File: src/bss_pkg.sv
`timescale 1ns / 1ps
// ---------------------------------------------------------------------------
// bss_pkg: shared types and constants of the bounded substring search
// Register indexes, field widths, the control group that drives the match
// cells, and the result item type.
// ---------------------------------------------------------------------------
package bss_pkg;

  localparam int unsigned ByteW   = 8;
  localparam int unsigned LenW    = 4;
  localparam int unsigned PatW    = 64;
  localparam int unsigned PosW    = 16;
  localparam int unsigned CfgIdxW = 2;

  localparam logic [CfgIdxW-1:0] CfgPatternBytes  = 2'd0;
  localparam logic [CfgIdxW-1:0] CfgPatternLength = 2'd1;

  localparam logic [ByteW-1:0] NulByte = 8'h00;

  // Control shared by every cell of the chain.
  typedef struct packed {
    logic advance;  // a text byte of an open search is consumed
    logic restart;  // the byte is the first one of a new search
  } cell_ctrl_t;

  typedef struct packed {
    logic            found;
    logic [PosW-1:0] position;
  } result_t;

endpackage

File: src/bss_cell.sv
`timescale 1ns / 1ps
// ---------------------------------------------------------------------------
// bss_cell: one match cell of the chain
// Holds whether the pattern prefix that ends at this cell matched the text
// up to the previous byte, and hands that flag to the next cell.
// ---------------------------------------------------------------------------
module bss_cell #(
  parameter bit IS_HEAD = 1'b0
) (
  input  logic                      clk_i,
  input  logic                      rst_ni,
  input  bss_pkg::cell_ctrl_t       ctrl_i,
  input  logic [bss_pkg::ByteW-1:0] text_byte_i,
  input  logic [bss_pkg::ByteW-1:0] pattern_char_i,
  input  logic                      link_i,
  output logic                      hit_o,
  output logic                      link_o
);

  logic flag_q, flag_d;
  logic prefix_ok;

  // The head cell starts a fresh prefix on every byte; the others extend
  // the prefix of their left neighbor, which a new search discards.
  assign prefix_ok = IS_HEAD ? 1'b1 : (link_i & ~ctrl_i.restart);
  assign hit_o     = prefix_ok & (text_byte_i == pattern_char_i);
  assign flag_d    = ctrl_i.advance ? hit_o : flag_q;
  assign link_o    = flag_q;

  always_ff @(posedge clk_i or negedge rst_ni) begin
    if (!rst_ni) begin
      flag_q <= 1'b0;
    end else begin
      flag_q <= flag_d;
    end
  end

endmodule

File: src/bss_out_queue.sv
`timescale 1ns / 1ps
// ---------------------------------------------------------------------------
// bss_out_queue: two-entry result queue
// Lets the search take a new item while a result still waits at the output.
// ---------------------------------------------------------------------------
module bss_out_queue (
  input  logic             clk_i,
  input  logic             rst_ni,
  input  logic             push_i,
  input  bss_pkg::result_t data_i,
  output logic             space_o,
  output logic             valid_o,
  input  logic             ready_i,
  output bss_pkg::result_t data_o
);

  bss_pkg::result_t entry_q [2];
  logic             wptr_q, rptr_q;
  logic [1:0]       count_q, count_d;
  logic             pop;

  assign valid_o = (count_q != 2'd0);
  assign space_o = (count_q != 2'd2);
  assign pop     = valid_o & ready_i;
  assign data_o  = entry_q[rptr_q];

  always_comb begin
    count_d = count_q;
    if (push_i && !pop) begin
      count_d = count_q + 2'd1;
    end else if (pop && !push_i) begin
      count_d = count_q - 2'd1;
    end
  end

  always_ff @(posedge clk_i or negedge rst_ni) begin
    if (!rst_ni) begin
      wptr_q  <= 1'b0;
      rptr_q  <= 1'b0;
      count_q <= 2'd0;
    end else begin
      count_q <= count_d;
      if (push_i) begin
        wptr_q <= ~wptr_q;
      end
      if (pop) begin
        rptr_q <= ~rptr_q;
      end
    end
  end

  always_ff @(posedge clk_i) begin
    if (push_i) begin
      entry_q[wptr_q] <= data_i;
    end
  end

endmodule

File: src/bounded_substring_search.sv
`timescale 1ns / 1ps
// ---------------------------------------------------------------------------
// bounded_substring_search: streaming search for a short pattern
// Finds the first occurrence of a configured pattern inside a text window
// that ends at a last flag, a NUL byte or the text length limit.
// ---------------------------------------------------------------------------
//
//   channel   direction  handshake                payload
//   -------   ---------  -----------------------  --------------------------------
//   in        input      in_valid_i / in_ready_o  text_byte_i, start_req_i, last_i
//   out       output     out_valid_o/out_ready_i  found_o, position_o
//   cfg       input      cfg_valid_i/cfg_ready_o  cfg_index_i, cfg_data_i
//
// One text item is taken per cycle while in_ready_o is high. The match decision
// is made in the cycle the byte is accepted by the chain of MAX_PATTERN match
// cells, and its result is in the output queue in the next cycle. The two-entry
// output queue keeps the input open while one result waits; in_ready_o is low
// exactly while two results are queued, even in a cycle where out_ready_i takes
// one of them. After reset the block is idle and waits for an item with
// start_req_i set; the configuration port is always ready.
//
// Each cell j remembers whether pattern characters 0..j matched the text
// ending at the previous byte, so a full match is the combinational hit of
// the cell at the effective pattern length. This replaces a stored window of
// the last seven bytes: the pattern never holds NUL within its used length
// and the text never feeds a NUL into a match, so the cleared window of a new
// search can never match a pattern byte.
// ---------------------------------------------------------------------------
module bounded_substring_search #(
  parameter int unsigned     MAX_PATTERN = 8,
  parameter longint unsigned MAX_TEXT    = 65536
) (
  input  logic                        clk_i,
  input  logic                        rst_ni,
  // Text items
  input  logic                        in_valid_i,
  output logic                        in_ready_o,
  input  logic [bss_pkg::ByteW-1:0]   text_byte_i,
  input  logic                        start_req_i,
  input  logic                        last_i,
  // Result items
  output logic                        out_valid_o,
  input  logic                        out_ready_i,
  output logic                        found_o,
  output logic [bss_pkg::PosW-1:0]    position_o,
  // Configuration writes
  input  logic                        cfg_valid_i,
  output logic                        cfg_ready_o,
  input  logic [bss_pkg::CfgIdxW-1:0] cfg_index_i,
  input  logic [bss_pkg::PatW-1:0]    cfg_data_i
);

  // The counter must hold MAX_TEXT itself; the subtraction for the position
  // is done at least as wide as the position field.
  localparam int unsigned CntW = $clog2(MAX_TEXT + 1);
  localparam int unsigned SubW = (CntW > bss_pkg::PosW) ? CntW : bss_pkg::PosW;
  localparam logic [CntW-1:0] TextLimit = CntW'(MAX_TEXT);
  localparam logic [bss_pkg::LenW-1:0] MaxLen = bss_pkg::LenW'(MAX_PATTERN);

  // Configuration registers.
  logic [bss_pkg::PatW-1:0] pattern_bytes_q;
  logic [bss_pkg::LenW-1:0] pattern_length_q;

  // Search state.
  logic [CntW-1:0] bytes_seen_q, bytes_seen_d;
  logic            finished_q, finished_d;

  logic                     accept;
  logic                     is_open;
  logic [bss_pkg::LenW-1:0] sat_len, eff_len;
  logic [CntW-1:0]          seen_next;
  logic                     match;
  logic [SubW-1:0]          offset;

  bss_pkg::cell_ctrl_t   cell_ctrl;
  bss_pkg::result_t      result;
  logic                  push;
  logic                  queue_space;
  bss_pkg::result_t      queue_data;

  logic [MAX_PATTERN-1:0] hit;
  logic [MAX_PATTERN-1:0] link;

  assign cfg_ready_o = 1'b1;

  always_ff @(posedge clk_i or negedge rst_ni) begin
    if (!rst_ni) begin
      pattern_bytes_q  <= '0;
      pattern_length_q <= '0;
    end else if (cfg_valid_i) begin
      unique case (cfg_index_i)
        bss_pkg::CfgPatternBytes:  pattern_bytes_q  <= cfg_data_i;
        bss_pkg::CfgPatternLength: pattern_length_q <= cfg_data_i[bss_pkg::LenW-1:0];
        default: ;
      endcase
    end
  end

  // Effective pattern length: saturate, then cut at the first NUL character.
  always_comb begin
    sat_len = (pattern_length_q > MaxLen) ? MaxLen : pattern_length_q;
    eff_len = sat_len;
    for (int j = MAX_PATTERN - 1; j >= 0; j--) begin
      if ((bss_pkg::LenW'(j) < sat_len) &&
          (pattern_bytes_q[8*j +: 8] == bss_pkg::NulByte)) begin
        eff_len = bss_pkg::LenW'(j);
      end
    end
  end

  assign in_ready_o = queue_space;
  assign accept     = in_valid_i & in_ready_o;
  assign is_open    = start_req_i | ~finished_q;
  assign seen_next  = (start_req_i ? '0 : bytes_seen_q) + CntW'(1);

  // Cells advance only on a real text byte of an open search; an empty
  // pattern settles the search before the byte is looked at.
  assign cell_ctrl.restart = start_req_i;
  assign cell_ctrl.advance = accept & is_open & (text_byte_i != bss_pkg::NulByte) &
                             ~(start_req_i & (eff_len == '0));

  for (genvar g = 0; g < MAX_PATTERN; g++) begin : g_cell
    bss_cell #(
      .IS_HEAD (g == 0)
    ) u_cell (
      .clk_i          (clk_i),
      .rst_ni         (rst_ni),
      .ctrl_i         (cell_ctrl),
      .text_byte_i    (text_byte_i),
      .pattern_char_i (pattern_bytes_q[8*g +: 8]),
      .link_i         ((g == 0) ? 1'b1 : link[(g == 0) ? 0 : g - 1]),
      .hit_o          (hit[g]),
      .link_o         (link[g])
    );
  end

  // Full match: the cell at the end of the effective pattern hits now.
  always_comb begin
    match = 1'b0;
    for (int j = 0; j < MAX_PATTERN; j++) begin
      if (eff_len == bss_pkg::LenW'(j + 1)) begin
        match = hit[j];
      end
    end
  end

  assign offset = SubW'(seen_next) - SubW'(eff_len);

  always_comb begin
    bytes_seen_d    = bytes_seen_q;
    finished_d      = finished_q;
    push            = 1'b0;
    result.found    = 1'b0;
    result.position = '0;
    if (accept && is_open) begin
      if (start_req_i) begin
        bytes_seen_d = '0;
        finished_d   = 1'b0;
      end
      if (start_req_i && (eff_len == '0)) begin
        // Empty pattern matches at the start of the text.
        push         = 1'b1;
        result.found = 1'b1;
        finished_d   = 1'b1;
      end else if (text_byte_i == bss_pkg::NulByte) begin
        // Terminator ends the window without a match.
        push       = 1'b1;
        finished_d = 1'b1;
      end else begin
        bytes_seen_d = seen_next;
        if (match) begin
          push            = 1'b1;
          result.found    = 1'b1;
          result.position = offset[bss_pkg::PosW-1:0];
          finished_d      = 1'b1;
        end else if (last_i || (seen_next >= TextLimit)) begin
          push       = 1'b1;
          finished_d = 1'b1;
        end
      end
    end
  end

  always_ff @(posedge clk_i or negedge rst_ni) begin
    if (!rst_ni) begin
      bytes_seen_q <= '0;
      finished_q   <= 1'b1;
    end else begin
      bytes_seen_q <= bytes_seen_d;
      finished_q   <= finished_d;
    end
  end

  bss_out_queue u_out_queue (
    .clk_i   (clk_i),
    .rst_ni  (rst_ni),
    .push_i  (push),
    .data_i  (result),
    .space_o (queue_space),
    .valid_o (out_valid_o),
    .ready_i (out_ready_i),
    .data_o  (queue_data)
  );

  assign found_o    = queue_data.found;
  assign position_o = queue_data.position;

endmodule

File: config.mk
export PLATFORM = sky130hd
export DESIGN_NAME = bounded_substring_search
export DESIGN_NICKNAME = d
export VERILOG_FILES = /design/src/bss_pkg.sv /design/src/bss_cell.sv /design/src/bss_out_queue.sv /design/src/bounded_substring_search.sv
export SDC_FILE = /design/constraint.sdc
export NUM_CORES = 1
export LEC_CHECK = 0
export ABC_CLOCK_PERIOD_IN_PS = 9900
export BUFFER_PORTS_ARGS = -buffer_cell sky130_fd_sc_hd__buf_2
export CORE_MARGIN = 2
export CORE_UTILIZATION = 45
export CTS_CLUSTER_DIAMETER = 50
export DETAILED_ROUTE_END_ITERATION = 10
export PLACE_DENSITY_LB_ADDON = 0.2
export SYNTH_ARGS = -nofsm -noshare
export SYNTH_HDL_FRONTEND = slang
export SYNTH_SLANG_ARGS = --single-unit
File: constraint.sdc
create_clock -name clk_i -period 9.9 [get_ports clk_i]
set_input_delay 0.99 -clock clk_i [delete_from_list [all_inputs] [get_ports clk_i]]
set_output_delay 0.99 -clock clk_i [all_outputs]
set_load 0.005 [all_outputs]
==> reports/metrics.csv <==
metric,value,unit
outcome,finished clean,
holdPathEnd,g_cell[5].u_cell.link_o$_DFFE_PN0P_,
gp_congestion,0.895,
diodes,0,
wl,17400,um
r2r-end,u_out_queue.entry_q[0][10]$_DFFE_PP_,
coreArea,0.0159,mm2
synth_seq_cells,131,
drive_above_1_share,0.338,
start_util,0.462,
ir_drop,0.000158,V
hold_buffers,0,
cts_tree,done,
die_h,132,um
internal-power,1.28,mW
rrSetupSlack,5.50,ns
hpwl,12500,um
period_needed,4.40,ns
worst-r2r-cell-count,13,
cts-htree-levels,4,
final-setup-viol-count,0,
cts_buffer_depth,2,
cpMostUsedCell,nor4_1,
vias,5362,
cts_made_buffers,17,
holdCritPathClass,register to register,
hold_depth,2,
setup_tns,0,ns
dieArea,0.0173,mm2
cp-start-kind,register,
synth.distinct_cells,79,
avgViaCountPerCell,5.61,
ant_nets,0,
cpPeakStageDelay,0.59,ns
syn_avg_cell_area,11.5,um2
max_freq,227,MHz
final_util,0.539,
yosysWarnings,0,
fin_ws,5.50,ns
clkSinkCount,131,
grt_max_degree,65,
synth_edf_count,34,
path_cells,nor4_1 > a21bo_2 > o2111ai_1 > a21oi_2 > inv_1 > fa_1 > a21o_1 > a21oi_1 > o21ai_0 > nor4_1 > nand2_1 > xnor2_1 > nor4_1,
finalPower,1.87,mW
cts_setup_buffers,0,
cp_max_fo,6,
finalHoldViolations,0,
worstMarginPinSlew,0.925,ns
crit_family,simple AND/OR/NAND/NOR gates,
clkPwrFrac,0.322,
synthArstFlopShare,0.740,
clk_latency,0.42,ns
seqPwrFrac,0.400,
p_per_area,218,mW/mm2
rows,46,
grt_pass1_wl,28500,um
finalCritPeriodShare,0.445,
worstSetupEndpointType,register,
crit_type,register to register,
first_pass_iters,4,
cp_slowest_cell,nor4_1,
p_switching,0.589,mW
wl_per_cell,18.2,um
final_cell_mix,"98 x buf_2, 96 x dfrtp_1, 85 x mux2_2",
ios,101,
slew_headroom,0.378,
worstReg2RegStart,pattern_bytes_q[56]$_DFFE_PN0P_,
grt_antenna_before_repair,0,
ys_seq_area_frac,0.470,
whs,0.487,ns
overflow,0,
cts-resized-gates,0,
hold_start,g_cell[5].u_cell.link_o$_DFFE_PN0P_,
synth_fp_nets,724,
cp_data_arrival_time,4.60,ns
io_buffers,99,
drt-initial-drc-count,313,
die_w,132,um
slew_violations,0,
clk_pin_slew,0.06,ns
syn_to_final_growth,16.7,%
combPwrFrac,0.278,
netSwitchingFraction,0.315,
seq_area,0.00345,mm2
final_common_cell,buf_2,
synth_cells,637,
ys.flop_type,dfrtp_1,
leakage,3.40,nW
grt_pass1_vias,5541,
skew,0.00662,ns
drv_cap,0,
critPathRequiredTime,10.10,ns
path_buf_inv,1,
dp_slack,5.32,ns
multi_input_area,0.00373,mm2
synth_area,0.00734,mm2
fillers,1440,
finalNetCount,813,
rsz0062_at_grt,false,
drc_errors,0,
track_usage,0.208,
cts_root_buffer,clkbuf_16,
[metrics by stage]
stage / cell area [um2] / instances
floorplan: 7340 / 637
global placement: 8000 / 923
detailed placement: 8000 / 923
CTS: 8560 / 955
global route: 8560 / 955
finish: 8560 / 955
[power by group through the flow]
stage               clock [mW]  combinational [mW]  sequential (mW)
floorplan                    0               0.408            0.719
global placement             0               0.510            0.752
detailed placement           0               0.521            0.758
CTS                      0.613               0.526            0.748
global route             0.638               0.572            0.762
finish                   0.602               0.520            0.747
[worst max-delay path by stage]
stage                                               start                              endpoint  slack, ns  cells past startpoint
final                     pattern_bytes_q[56]$_DFFE_PN0P_  u_out_queue.entry_q[0][10]$_DFFE_PP_       5.50                     13
after global routing      pattern_bytes_q[56]$_DFFE_PN0P_  u_out_queue.entry_q[1][10]$_DFFE_PP_       5.08                     13
after CTS                 pattern_bytes_q[56]$_DFFE_PN0P_  u_out_queue.entry_q[1][12]$_DFFE_PP_       5.56                     13
after detailed placement                      start_req_i  u_out_queue.entry_q[0][13]$_DFFE_PP_       5.32                     13
after global placement                        start_req_i  u_out_queue.entry_q[0][13]$_DFFE_PP_       5.44                     13
after floorplan                               start_req_i  u_out_queue.entry_q[0][13]$_DFFE_PP_       5.53                     15
[worst min-delay path, stage by stage, from the launching register on]
cell	delay, ns
dfrtp_1	0.34
nand2_1	0.05
o21ai_1	0.06
[cell usage after synthesis (3+ instances only)]
master	number	area, um2
a31oi_1	3	18.8
nand4_1	13	81.3
xnor2_1	49	429
or3_1	6	37.5
o21ai_0	16	80.1
a22o_1	9	78.8
and3_1	8	50.1
a21oi_2	4	35.0
edfxtp_1	34	1020
nor2b_1	10	62.6
buf_1	3	11.3
o21ai_1	6	30.0
nand2b_1	3	18.8
nor4_1	35	219
or4_1	3	22.5
ha_1	5	62.6
nor3_2	9	90.1
a21oi_1	12	60.1
a211oi_1	3	22.5
o211ai_1	4	30.0
mux2_2	85	957
clkbuf_1	26	97.6
nor2_1	19	71.3
nand2_1	36	135
xor2_1	48	420
dfrtp_1	96	2400
inv_1	4	15.0
and2_1	3	18.8
a21o_1	3	22.5
nor3_1	7	35.0
nand3_1	17	85.1
[logic make-up (layout without fill, tap and decap cells)]
kind of cell | count (synthesis) | after routing | synth area share
buffers and inverters | 38 | 140 | 0.0217
DFF | 131 | 131 | 0.470
xor gates and xnor gates | 98 | 98 | 0.118
adders and majority gates | 6 | 6 | 0.0113
and+or+nand+nor | 188 | 188 | 0.150
AOI/OAI and AO/OA | 88 | 88 | 0.0948
other | 1 | 1 | 0.000511
muxes | 87 | 87 | 0.133
[flip-flops by register name, indices dropped and copies added, names as in the netlist]
name	flops
u_out_queue.count_q	2
u_out_queue.entry_q	34
u_out_queue.rptr_q	1
pattern_bytes_q	64
bytes_seen_q	17
u_out_queue.wptr_q	1
pattern_length_q	4
g_cell.u_cell.link_o	7
finished_q	1
[metal layers]
| metal | vias up | track usage | share of wire |
|---|---|---|---|
| met5 | - | 0 | 0 |
| met4 | 0 | 0.0749 | 0.017 |
| met3 | 21 | 0.0451 | 0.045 |
| met2 | 138 | 0.361 | 0.52 |
| met1 | 2661 | 0.255 | 0.42 |
| li1 | 2542 | - | - |
[layout make-up]
cell class,count,area share
Multi-Input combinational cell,468,0.436
Inverter,5,0.00219
Sequential cell,131,0.403
Clock inverter,12,0.0133
Clock buffer,20,0.0522
Tap cell,216,0.0316
Timing Repair Buffer,103,0.0617
Note: power is estimated with default switching activity, not from simulation.
